==> src/rtl/psbh_pkg.sv <==
`default_nettype none
// ----------------------------------------------------------------------------
// psbh_pkg - types and constants for the projectile step / swept box tester
// Command codes, register indexes, field widths and the word structs.
// ----------------------------------------------------------------------------
package psbh_pkg;

	localparam int POS_W      = 24;
	localparam int PIX_W      = 17;   // rounded pixel coordinate
	localparam int DIF_W      = 18;   // difference of two pixel coordinates
	localparam int REG_W      = 16;
	localparam int CFG_IDX_W  = 3;
	localparam int POS_FRAC   = 8;
	localparam int DIR_FRAC   = 14;
	localparam int MAG_W      = 18;   // serial multiplier operand, signed
	localparam int A_W        = 27;   // parallel multiplicand, signed
	localparam int PROD_W     = 45;
	localparam int PROD_N     = 6;
	localparam int OP_W       = 3;

	localparam logic [1:0] CMD_LAUNCH  = 2'd0;
	localparam logic [1:0] CMD_ADVANCE = 2'd1;
	localparam logic [1:0] CMD_TEST    = 2'd2;

	localparam logic [CFG_IDX_W-1:0] REG_BOUND_LEFT   = 3'd0;
	localparam logic [CFG_IDX_W-1:0] REG_BOUND_TOP    = 3'd1;
	localparam logic [CFG_IDX_W-1:0] REG_BOUND_RIGHT  = 3'd2;
	localparam logic [CFG_IDX_W-1:0] REG_BOUND_BOTTOM = 3'd3;
	localparam logic [CFG_IDX_W-1:0] REG_DIR_X        = 3'd4;
	localparam logic [CFG_IDX_W-1:0] REG_DIR_Y        = 3'd5;
	localparam logic [CFG_IDX_W-1:0] REG_SPEED        = 3'd6;

	typedef struct packed {
		logic [1:0]              cmd;
		logic signed [POS_W-1:0] start_x;
		logic signed [POS_W-1:0] start_y;
		logic [9:0]              elapsed;
		logic signed [REG_W-1:0] box_left;
		logic signed [REG_W-1:0] box_top;
		logic signed [REG_W-1:0] box_right;
		logic signed [REG_W-1:0] box_bottom;
	} item_t;

	typedef struct packed {
		logic                    is_active;
		logic                    hit;
		logic signed [POS_W-1:0] at_x;
		logic signed [POS_W-1:0] at_y;
	} result_t;

endpackage
`default_nettype wire

==> src/rtl/projectile_step_and_swept_box_hit.sv <==
`default_nettype none
// ----------------------------------------------------------------------------
// projectile_step_and_swept_box_hit - single projectile tracker
// Launch / advance / swept segment versus box test, products on one
// bit-serial shift-add multiplier.
//
//   port group                dir   timing
//   start, busy, item         in    word taken when start && !busy
//   done, result              out   word valid for the one cycle done is high
//   cfg_we, cfg_idx, cfg_data in    register written when cfg_we is high
//
// Launch, idle advance and unused commands: result in the cycle after accept.
// Advance: 3 products, each a load and a shift-add run, plus finish.
// Test: prep, 6 products and finish.
// Reset clears state and registers to zero; no clearing pass.
// The receiver cannot stall, busy is the only back pressure.
// ----------------------------------------------------------------------------
module projectile_step_and_swept_box_hit
	import psbh_pkg::*;
(
	input  wire logic                 clk,
	input  wire logic                 arst_n,
	input  wire logic                 start,
	output logic                      busy,
	input  wire item_t                item,
	output logic                      done,
	output result_t                   result,
	input  wire logic                 cfg_we,
	input  wire logic [CFG_IDX_W-1:0] cfg_idx,
	input  wire logic [REG_W-1:0]     cfg_data
);

	localparam logic [2:0] ST_IDLE = 3'd0;
	localparam logic [2:0] ST_PREP = 3'd1;
	localparam logic [2:0] ST_LOAD = 3'd2;
	localparam logic [2:0] ST_MUL  = 3'd3;
	localparam logic [2:0] ST_FIN  = 3'd4;

	localparam logic signed [31:0] SAT_MAX = 32'sd8388607;
	localparam logic signed [31:0] SAT_MIN = -32'sd8388608;

	logic [2:0] state_q;
	item_t      item_q;

	logic signed [REG_W-1:0] bnd_l_q, bnd_t_q, bnd_r_q, bnd_b_q, dir_x_q, dir_y_q;
	logic [REG_W-1:0]        speed_q;

	logic                    alive_q;
	logic signed [POS_W-1:0] prev_x_q, prev_y_q, cur_x_q, cur_y_q;

	logic signed [DIF_W-1:0] bx_q, by_q, dyt_q, dyb_q, dxl_q, dxr_q;
	logic signed [PIX_W-1:0] w_q, h_q;

	logic signed [PROD_W-1:0] p_q [PROD_N];
	logic [OP_W-1:0]          op_q;
	logic signed [47:0]       mcand_q, acc_q;
	logic [MAG_W-1:0]         mag_q;
	logic                     neg_q;
	logic [4:0]               cnt_q;

	logic done_q;
	result_t res_q;

	function automatic logic signed [PIX_W-1:0] to_pix(input logic signed [POS_W-1:0] v);
		logic signed [POS_W:0] t;
		logic [POS_W:0]        m;
		logic [POS_W:0]        q;
		t = (POS_W+1)'(v) + (POS_W+1)'(1 << (POS_FRAC - 1));
		m = t[POS_W] ? -t : t;
		q = m >> POS_FRAC;
		return t[POS_W] ? PIX_W'(-q) : PIX_W'(q);
	endfunction

	function automatic logic in_closed(input logic signed [PROD_W:0] n,
	                                   input logic signed [PROD_W:0] d);
		return (d > 0) ? (n >= 0 && n <= d) : (n <= 0 && n >= d);
	endfunction

	// operand select for the serial multiplier
	logic signed [A_W-1:0]   op_a;
	logic signed [MAG_W-1:0] op_b;
	always_comb begin
		op_a = '0;
		op_b = '0;
		if (item_q.cmd == CMD_ADVANCE) begin
			case (op_q)
				3'd0: begin
					op_a = $signed({{(A_W-REG_W){1'b0}}, speed_q});
					op_b = $signed({{(MAG_W-10){1'b0}}, item_q.elapsed});
				end
				3'd1: begin
					op_a = p_q[0][A_W-1:0];
					op_b = MAG_W'(dir_x_q);
				end
				default: begin
					op_a = p_q[0][A_W-1:0];
					op_b = MAG_W'(dir_y_q);
				end
			endcase
		end else begin
			case (op_q)
				3'd0: begin op_a = A_W'(dyt_q); op_b = bx_q; end
				3'd1: begin op_a = A_W'(dyb_q); op_b = bx_q; end
				3'd2: begin op_a = A_W'(dxl_q); op_b = by_q; end
				3'd3: begin op_a = A_W'(dxr_q); op_b = by_q; end
				3'd4: begin op_a = A_W'(by_q);  op_b = MAG_W'(w_q); end
				default: begin op_a = A_W'(bx_q); op_b = MAG_W'(h_q); end
			endcase
		end
	end

	logic signed [47:0] acc_nx;
	logic [OP_W-1:0]    op_last;
	assign acc_nx  = acc_q + (mag_q[0] ? mcand_q : 48'sd0);
	assign op_last = (item_q.cmd == CMD_ADVANCE) ? OP_W'(2) : OP_W'(PROD_N - 1);

	// advance finish
	logic signed [31:0]      sx, sy, nx, ny;
	logic signed [POS_W-1:0] nx_sat, ny_sat;
	logic                    out_of_bounds;
	always_comb begin
		sx = 32'(p_q[1] >>> DIR_FRAC);
		sy = 32'(p_q[2] >>> DIR_FRAC);
		nx = 32'(cur_x_q) + sx;
		ny = 32'(cur_y_q) + sy;
		nx_sat = (nx > SAT_MAX) ? POS_W'(SAT_MAX) : (nx < SAT_MIN) ? POS_W'(SAT_MIN) : POS_W'(nx);
		ny_sat = (ny > SAT_MAX) ? POS_W'(SAT_MAX) : (ny < SAT_MIN) ? POS_W'(SAT_MIN) : POS_W'(ny);
		out_of_bounds = (nx_sat < $signed({bnd_l_q, {POS_FRAC{1'b0}}})) ||
		                (nx_sat > $signed({bnd_r_q, {POS_FRAC{1'b0}}})) ||
		                (ny_sat < $signed({bnd_t_q, {POS_FRAC{1'b0}}})) ||
		                (ny_sat > $signed({bnd_b_q, {POS_FRAC{1'b0}}}));
	end

	// test finish: axis aligned edges reduce n0/den to a plain ratio
	logic signed [PROD_W:0] n_ac, n_bc, n_ad, den_h, den_v;
	logic signed [PROD_W:0] ratio_t, ratio_b, ratio_l, ratio_r, neg_by, bx_w;
	logic                   hit_c;
	always_comb begin
		n_ac    = (PROD_W+1)'(p_q[0]) - (PROD_W+1)'(p_q[2]);
		n_bc    = (PROD_W+1)'(p_q[1]) - (PROD_W+1)'(p_q[2]);
		n_ad    = (PROD_W+1)'(p_q[0]) - (PROD_W+1)'(p_q[3]);
		den_h   = -(PROD_W+1)'(p_q[4]);
		den_v   = (PROD_W+1)'(p_q[5]);
		neg_by  = -(PROD_W+1)'(by_q);
		bx_w    = (PROD_W+1)'(bx_q);
		ratio_t = (PROD_W+1)'(dyt_q);
		ratio_b = (PROD_W+1)'(dyb_q);
		ratio_l = -(PROD_W+1)'(dxl_q);
		ratio_r = -(PROD_W+1)'(dxr_q);
		hit_c = ((den_h != 0) && in_closed(ratio_t, neg_by) && in_closed(n_ac, den_h)) ||
		        ((den_h != 0) && in_closed(ratio_b, neg_by) && in_closed(n_bc, den_h)) ||
		        ((den_v != 0) && in_closed(ratio_l, bx_w) && in_closed(n_ac, den_v)) ||
		        ((den_v != 0) && in_closed(ratio_r, bx_w) && in_closed(n_ad, den_v));
	end

	logic signed [PIX_W-1:0] ax_c, ay_c, bxp_c, byp_c;
	assign ax_c  = to_pix(prev_x_q);
	assign ay_c  = to_pix(prev_y_q);
	assign bxp_c = to_pix(cur_x_q);
	assign byp_c = to_pix(cur_y_q);

	always_ff @(posedge clk or negedge arst_n) begin
		if (!arst_n) begin
			bnd_l_q <= '0;
			bnd_t_q <= '0;
			bnd_r_q <= '0;
			bnd_b_q <= '0;
			dir_x_q <= '0;
			dir_y_q <= '0;
			speed_q <= '0;
		end else if (cfg_we) begin
			unique case (cfg_idx)
				REG_BOUND_LEFT:   bnd_l_q <= cfg_data;
				REG_BOUND_TOP:    bnd_t_q <= cfg_data;
				REG_BOUND_RIGHT:  bnd_r_q <= cfg_data;
				REG_BOUND_BOTTOM: bnd_b_q <= cfg_data;
				REG_DIR_X:        dir_x_q <= cfg_data;
				REG_DIR_Y:        dir_y_q <= cfg_data;
				REG_SPEED:        speed_q <= cfg_data;
				default: ;
			endcase
		end
	end

	always_ff @(posedge clk or negedge arst_n) begin
		if (!arst_n) begin
			state_q  <= ST_IDLE;
			alive_q  <= 1'b0;
			prev_x_q <= '0;
			prev_y_q <= '0;
			cur_x_q  <= '0;
			cur_y_q  <= '0;
			done_q   <= 1'b0;
			op_q     <= '0;
			cnt_q    <= '0;
		end else begin
			done_q <= 1'b0;
			unique case (state_q)
				ST_IDLE: begin
					if (start) begin
						item_q <= item;
						op_q   <= '0;
						res_q.hit <= 1'b0;
						case (item.cmd)
							CMD_LAUNCH: begin
								prev_x_q <= item.start_x;
								prev_y_q <= item.start_y;
								cur_x_q  <= item.start_x;
								cur_y_q  <= item.start_y;
								alive_q  <= 1'b1;
								res_q.is_active <= 1'b1;
								res_q.at_x <= item.start_x;
								res_q.at_y <= item.start_y;
								done_q <= 1'b1;
							end
							CMD_ADVANCE: begin
								if (alive_q) begin
									state_q <= ST_LOAD;
								end else begin
									res_q.is_active <= alive_q;
									res_q.at_x <= cur_x_q;
									res_q.at_y <= cur_y_q;
									done_q <= 1'b1;
								end
							end
							CMD_TEST: state_q <= ST_PREP;
							default: begin
								res_q.is_active <= alive_q;
								res_q.at_x <= cur_x_q;
								res_q.at_y <= cur_y_q;
								done_q <= 1'b1;
							end
						endcase
					end
				end
				ST_PREP: begin
					bx_q  <= DIF_W'(bxp_c) - DIF_W'(ax_c);
					by_q  <= DIF_W'(byp_c) - DIF_W'(ay_c);
					dyt_q <= DIF_W'(ay_c) - DIF_W'(item_q.box_top);
					dyb_q <= DIF_W'(ay_c) - DIF_W'(item_q.box_bottom);
					dxl_q <= DIF_W'(ax_c) - DIF_W'(item_q.box_left);
					dxr_q <= DIF_W'(ax_c) - DIF_W'(item_q.box_right);
					w_q   <= PIX_W'(item_q.box_right) - PIX_W'(item_q.box_left);
					h_q   <= PIX_W'(item_q.box_bottom) - PIX_W'(item_q.box_top);
					state_q <= ST_LOAD;
				end
				ST_LOAD: begin
					mcand_q <= 48'(op_a);
					mag_q   <= op_b[MAG_W-1] ? MAG_W'(-op_b) : MAG_W'(op_b);
					neg_q   <= op_b[MAG_W-1];
					acc_q   <= '0;
					cnt_q   <= '0;
					state_q <= ST_MUL;
				end
				ST_MUL: begin
					acc_q   <= acc_nx;
					mcand_q <= mcand_q <<< 1;
					mag_q   <= mag_q >> 1;
					cnt_q   <= cnt_q + 5'd1;
					if (cnt_q == 5'(MAG_W - 1)) begin
						p_q[op_q] <= neg_q ? PROD_W'(-acc_nx) : PROD_W'(acc_nx);
						op_q <= op_q + OP_W'(1);
						state_q <= (op_q == op_last) ? ST_FIN : ST_LOAD;
					end
				end
				ST_FIN: begin
					if (item_q.cmd == CMD_ADVANCE) begin
						prev_x_q <= cur_x_q;
						prev_y_q <= cur_y_q;
						cur_x_q  <= nx_sat;
						cur_y_q  <= ny_sat;
						alive_q  <= !out_of_bounds;
						res_q.is_active <= !out_of_bounds;
						res_q.at_x <= nx_sat;
						res_q.at_y <= ny_sat;
					end else begin
						res_q.is_active <= alive_q;
						res_q.hit  <= hit_c;
						res_q.at_x <= cur_x_q;
						res_q.at_y <= cur_y_q;
					end
					done_q  <= 1'b1;
					state_q <= ST_IDLE;
				end
				default: state_q <= ST_IDLE;
			endcase
		end
	end

	assign busy   = (state_q != ST_IDLE);
	assign done   = done_q;
	assign result = res_q;

endmodule
`default_nettype wire

==> config.mk <==
export PLATFORM = sky130hd
export DESIGN_NAME = projectile_step_and_swept_box_hit
export DESIGN_NICKNAME = d
export VERILOG_FILES = /design/src/rtl/psbh_pkg.sv /design/src/rtl/projectile_step_and_swept_box_hit.sv
export SDC_FILE = /design/constraint.sdc
export NUM_CORES = 2
export LEC_CHECK = 0
export ABC_AREA = 1
export BUFFER_PORTS_ARGS = -buffer_cell sky130_fd_sc_hd__buf_2
export CORE_MARGIN = 8
export CORE_UTILIZATION = 40
export CTS_BUF_LIST = sky130_fd_sc_hd__clkbuf_8
export DETAILED_ROUTE_END_ITERATION = 10
export SYNTH_ARGS = -nofsm -noshare
export SYNTH_HDL_FRONTEND = slang
export SYNTH_SLANG_ARGS = --single-unit
==> constraint.sdc <==
create_clock -name clk -period 13.91 [get_ports clk]
set_input_delay 0.6955 -clock clk [delete_from_list [all_inputs] [get_ports clk]]
set_output_delay 0.6955 -clock clk [all_outputs]
set_load 0.01 [all_outputs]
### After elaboration in Yosys (flattened, before gate mapping)

Memories as Yosys holds them, arrays and structs flattened.
Cells that the tools add are included.

| word-level totals | value |
|---|---|
| memories kept | 1 |
| register bits after elaboration | 604 |
| RAM bits | 270 |
| bits of input ports | 147 |

| cells by class | value |
|---|---|
| $add $sub $neg | 34 |
| equality and inequality tests | 28 |
| order comparisons | 42 |
| reductions and logical operators | 61 |
| muxes and demuxes | 74 |

Memories:

| memory | depth | bits a word | rd ports | clocked after memory_dff | write ports | RTL line | RTL |
|---|---|---|---|---|---|---|---|
| p_q | 6 | 45 | 6 | 0 | 1 | projectile_step_and_swept_box_hit.sv:54 | `logic signed [PROD_W-1:0] p_q [PROD_N];` |

Operators with widths:

| operator | count |
|---|---|
| 24-bit 2-to-1 mux | 12 |
| 46-bit by 1-bit greater-or-equal comparator with 1-bit output (second input constant) | 5 |
| 46-bit by 1-bit less-or-equal comparator with 1-bit output (second input constant) | 5 |
| 24-bit case mux with 2 select lines | 4 |
| 48-bit case mux with 2 select lines | 2 |
| 48-bit 2-to-1 mux | 3 |
| 48-bit case mux with 3 select lines | 1 |
| 18-bit negation with 46-bit output | 3 |
| 45-bit by 45-bit subtractor with 46-bit output | 3 |
| 27-bit case mux with 5 select lines | 1 |
| 24-bit by 9-bit adder with 25-bit output (second input constant) | 4 |
| 25-bit 2-to-1 mux | 4 |
| 25-bit negation | 4 |
| 50-bit case mux with 2 select lines | 1 |
| 18-bit by 46-bit greater-or-equal comparator with 1-bit output | 2 |
| 46-bit by 18-bit greater-or-equal comparator with 1-bit output | 2 |
| 46-bit by 45-bit greater-or-equal comparator with 1-bit output | 2 |
| 46-bit greater-or-equal comparator | 2 |
| 46-bit by 1-bit > comparator with 1-bit output (second input constant) | 2 |
| 18-bit by 46-bit less-or-equal comparator with 1-bit output | 2 |
| 46-bit by 18-bit less-or-equal comparator with 1-bit output | 2 |
| 46-bit by 45-bit less-or-equal comparator with 1-bit output | 2 |
| 46-bit less-or-equal comparator | 2 |
| 46-bit nonzero test | 2 |
| other kinds (56) | 167 |

### Logic depth before layout (Yosys ltp)

| logic depth | value |
|---|---|
| word-level depth | 11 |
| gate-level depth with buffers | 38 |
| mapped depth without buffers | 38 |

### Worst setup path before layout

Ideal clock, no wire load.

| timing path | value |
|---|---|
| path kind | input-to-reg |
| start | in arst_n |
| end | reg bx_q[0], enable pin |
| cell stages on the path | 2 |
| buffers on the path | 0 |
| arrival | 10.324 ns |
| setup slack | 2.768 ns |
| cell sequence | nand2_1 > nor3_1 |

| between the ends | value |
|---|---|
| longest elaborated chain between the ends | 1 |

RTL lines:

| item | RTL line | RTL |
|---|---|---|
| from (decl) | projectile_step_and_swept_box_hit.sv:22 | `input wire logic arst_n,` |
| 2-bit AND reduction (no source line) | - |  |
| to (signal assigned) | projectile_step_and_swept_box_hit.sv:237 | `bx_q <= DIF_W'(bxp_c) - DIF_W'(ax_c);` |
| to (decl) | projectile_step_and_swept_box_hit.sv:51 | `logic signed [DIF_W-1:0] bx_q, by_q, dyt_q, dyb_q, dxl_q, dxr_q;` |

Every way passes these cells.
A chain may end at the register's enable or synchronous reset.

### Worst setup path in the final report

| timing path | value |
|---|---|
| start | reg cur_y_q[5] |
| end | reg res_q, in the netlist result[49], data pin |

| between the ends | value |
|---|---|
| longest elaborated chain between the ends | 10 |

RTL lines:

| item | RTL line | RTL |
|---|---|---|
| from (decl) | projectile_step_and_swept_box_hit.sv:49 | `logic signed [POS_W-1:0] prev_x_q, prev_y_q, cur_x_q, cur_y_q;` |
| from (signal assigned) | projectile_step_and_swept_box_hit.sv:209 | `cur_y_q <= item.start_y;` |
| from (signal assigned) | projectile_step_and_swept_box_hit.sv:271 | `cur_y_q <= ny_sat;` |
| 24-bit by 31-bit adder with 32-bit output (*) | projectile_step_and_swept_box_hit.sv:125 | `ny = 32'(cur_y_q) + sy;` |
| 32-bit by 24-bit less-than comparator with 1-bit output | projectile_step_and_swept_box_hit.sv:127 | `ny_sat = (ny > SAT_MAX) ? POS_W'(SAT_MAX) : (ny < SAT_MIN) ? POS_W'(SAT_MIN) : POS_W'(ny);` |
| 24-bit 2-to-1 mux | projectile_step_and_swept_box_hit.sv:127 |  |
| 24-bit 2-to-1 mux (*) | projectile_step_and_swept_box_hit.sv:127 |  |
| 24-bit less-than comparator | projectile_step_and_swept_box_hit.sv:130 | `(ny_sat < $signed({bnd_t_q, {POS_FRAC{1'b0}}})) \|\|` |
| 1-bit logical OR | projectile_step_and_swept_box_hit.sv:129 | `(nx_sat > $signed({bnd_r_q, {POS_FRAC{1'b0}}})) \|\|` |
| 1-bit logical OR (*) | projectile_step_and_swept_box_hit.sv:130 |  |
| 1-bit zero test (*) | projectile_step_and_swept_box_hit.sv:273 | `res_q.is_active <= !out_of_bounds;` |
| 1-bit 2-to-1 mux (*) | - |  |
| 50-bit case mux with 2 select lines (*) | projectile_step_and_swept_box_hit.sv:198 | `unique case (state_q)` |
| to (decl) | projectile_step_and_swept_box_hit.sv:62 | `result_t res_q;` |

Every way passes the cells marked *; elsewhere a longest branch is shown, timed or not.

==> impl_metrics.tcl <==
set metrics [dict create \
    nNetsFinal 11000 \
    final_hold_viol_count 0 \
    seq_area_frac_synth_pct 33.9 \
    place_congestion 1.04 \
    worstHoldPathCells 1 \
    wl_um 303000 \
    peakVddDrop_v 0.000195 \
    cp_slowest_stage_delay_ns 0.69 \
    fin_crit_sh_pct 46.2 \
    clk_pin_slew_worst_paths_ns 0.06 \
    clock.fmax_mhz 156 \
    clkSinkCount 868 \
    synthToLayoutAreaGrowth_pct 11.6 \
    grt_pass1_vias 66700 \
    dr_total_vias 69400 \
    yosysTopAreaCell "edfxtp_1" \
    core_area_sq_um 183000 \
    cp_data_required_time_ns 14.74 \
    ant_nets 0 \
    yosysWarningCount 0 \
    fin_skew_ns 0.0635 \
    die_x_um 445 \
    crit_slowest_cell "a21oi_1" \
    violations "max-capacitance violations, max-slew violations" \
    grt_first_pass_wirelength_um 437000 \
    worst-path-max-fanout 23 \
    synthesis.nets 10700 \
    drc_errors 0 \
    hold_path_class "in2reg" \
    cp-end-kind "flip-flop" \
    layout.cells.non_filler 12700 \
    topRoutingLayerUsed "met5" \
    cp-start-kind "flip-flop" \
    rsz0062_at_grt "false" \
    p_sw_share_pct 51.5 \
    clk_latency_ns 0.98 \
    met2WireLength_um 135000 \
    synthTopCellsByArea "edfxtp_1, ha_1, nand2_1, inv_1, dfrtp_1" \
    dr.pass1.iters 8 \
    die_area_sq_um 198000 \
    synthArstFlopShare_pct 25.5 \
    synth.most_common_cell "nand2_1" \
    dr_wl_met3_um 21000 \
    p_sw_mw 9.94 \
    synthFlopType "edfxtp_1" \
    synth_top_area_share_pct 26.4 \
    critPathArrivalTime_ns 7.26 \
    internal_power_mw 9.34 \
    overflow 0 \
    wire_per_inst_um 23.9 \
    p_clk_share_pct 14.0 \
    postSynthAreaPerCell_sq_um 7.59 \
    htreeDepth 4 \
    ios 199 \
    numCtsBuffers 167 \
    p_leak_nw 39.7 \
    root_buffer "clkbuf_8" \
    grt_use_total_pct 29.4 \
    max-slew-margin-rel_pct -2.85 \
    layout-drive-gt1-share_pct 6.14 \
    seq_power_share_pct 24.5 \
    netlist_area_sq_um 73700 \
    dp.cells 12300 \
    row_count 157 \
    dp_hpwl_um 249000 \
    grt_max_degree 143 \
    io_buffers 198 \
    via_per_inst 5.48 \
    synth_commonest_cells "nand2_1, inv_1, nor2_1, ha_1, a21oi_1" \
    tritoncts "yes" \
    setup_viol 0 \
    clockBufferDepth 3 \
    initial_core_util_pct 40.3 \
    cp_common_cell "nand2_1" \
    m1WireLength_um 130000 \
    drtIter0Drc 6600 \
    worst-setup-path-type "reg2reg" \
    postCtsSetupRepairBufs 0 \
    tns_ns 0 \
    maxSlewViolCount 2 \
    yosysUniqueCellTypes 72 \
    die_h_um 445 \
    worst_pin_slew_ns 1.53 \
    maxCapViolations 1 \
    pwr_density_cell_nw_per_um2 234 \
    synthCells 9712 \
    ys_seq_elements 868 \
    combPwrFrac_pct 61.5 \
    status "finished, violations left" \
    antenna_found_initial 26 \
    synth_edf_count 647 \
    finalCriticalPeriod_ns 6.43 \
    r2r_cells 30 \
    nFillCells 18600 \
]
metal layers:
metal,track usage (%),vias up
li1,-,33100
met3,4.34,611
met2,46.9,2687
met1,39.1,33000
met4,14.0,8
met5,0.745,-
cell usage in the layout, fill, tap and decap left out, types with 21 or more instances in the layout:
cell type	n
buf_2	197
nor2_1	862
a31oi_1	61
a211oi_1	25
dlygate4sd3_1	76
xnor2_1	110
ha_1	811
nand2_1	2150
a21oi_1	663
clkinv_1	35
o21ai_0	503
a22oi_1	80
o211ai_1	31
dfrtp_1	221
edfxtp_1	647
clkinv_2	21
nand3_1	310
inv_1	1719
nand4_1	146
xor2_1	447
nor4_1	82
nand3b_1	26
nor3_1	149
a221oi_1	21
xor2_2	26
a21o_1	40
o21a_1	51
o21bai_1	53
or2_2	24
o22ai_1	109
clkbuf_8	175
buf_4	64
area by class of cell:
class / count / area [sq um] / area share (%)
tap: 2464 / 3080 / 3.75
multi-input combinational: 7005 / 42200 / 51.3
clock inverter: 136 / 1010 / 1.22
antenna: 11 / 27.5 / 0.0335
sequential: 868 / 25000 / 30.3
inverter: 1680 / 6310 / 7.67
timing repair buffer: 339 / 2260 / 2.75
clock buffer: 175 / 2410 / 2.93
cell families after synthesis:
group	Yosys count	share of synthesized area, %
flip-flops	868	33.9
buffers and inverters	1839	9.38
AND/OR/NAND/NOR	3837	21.7
XOR/XNOR	591	7.11
adder cells (fa/ha/maj)	825	14.1
AO/OA/AOI/OAI	1752	13.8
final timing paths:
path                            startpoint           to  slack (ns)
worst min register to register  dir_y_q[8]   dir_y_q[8]        0.48
min in group asynchronous           arst_n  cur_y_q[20]        0.36
worst min-delay path             item[123]  item_q[123]        0.12
worst max-delay path            cur_y_q[5]   result[49]        7.48
worst max register to register  cur_y_q[5]   result[49]        7.48
max in group asynchronous           arst_n   bnd_l_q[3]       11.95
state kept, by name, indices dropped and copies added (netlist names), 18 cells and up:
name and cells:
result 50, dyb_q 18, cur_y_q 24, dyt_q 18, p_q 270, prev_y_q 24
acc_q 45, bx_q 18, prev_x_q 24, item_q 76, dxr_q 18, cur_x_q 24
mag_q 18, mcand_q 45, dxl_q 18, by_q 18
worst max-delay path: cells and delay by family, from the launching register on:
kind,cells,cell delay (ns)
adder cells (fa/ha/maj),2,0.84
AO/OA/AOI/OAI,5,1.64
flip-flops,1,0.54
buffers and inverters,5,0.64
AND/OR/NAND/NOR,18,2.64
stage by stage:
stage          hold WS, ns  setup WS [ns]  util [%]  instance area, sq um  power (mW)
2_1_floorplan        0.400           2.77         -                 73700        12.3
3_3_place_gp         0.463           7.59      42.6                 78000        16.3
3_5_place_dp         0.473           7.57      42.6                 78000        16.3
4_1_cts             0.0190           7.57      44.9                 82200        19.2
5_1_grt             0.0460           7.07      44.9                 82200        20.7
6_report             0.119           7.48      44.9                 82200        19.3
power by group through the flow:
stage                     registers (mW)  logic [mW]  clock network [mW]
after floorplan                     4.42        7.86                   0
after global placement              4.75        11.5                   0
after detailed placement            4.74        11.6                   0
after CTS                           4.70        11.7                2.75
after global routing                4.75        13.1                2.85
final                               4.73        11.9                2.70
what timing repair did:
item                                   4_1_cts  5_1_grt
endpoints found under the hold margin      171        0
hold buffers                                76        0
resized for setup                            0        0
Note: power is estimated with default switching activity, not from simulation.
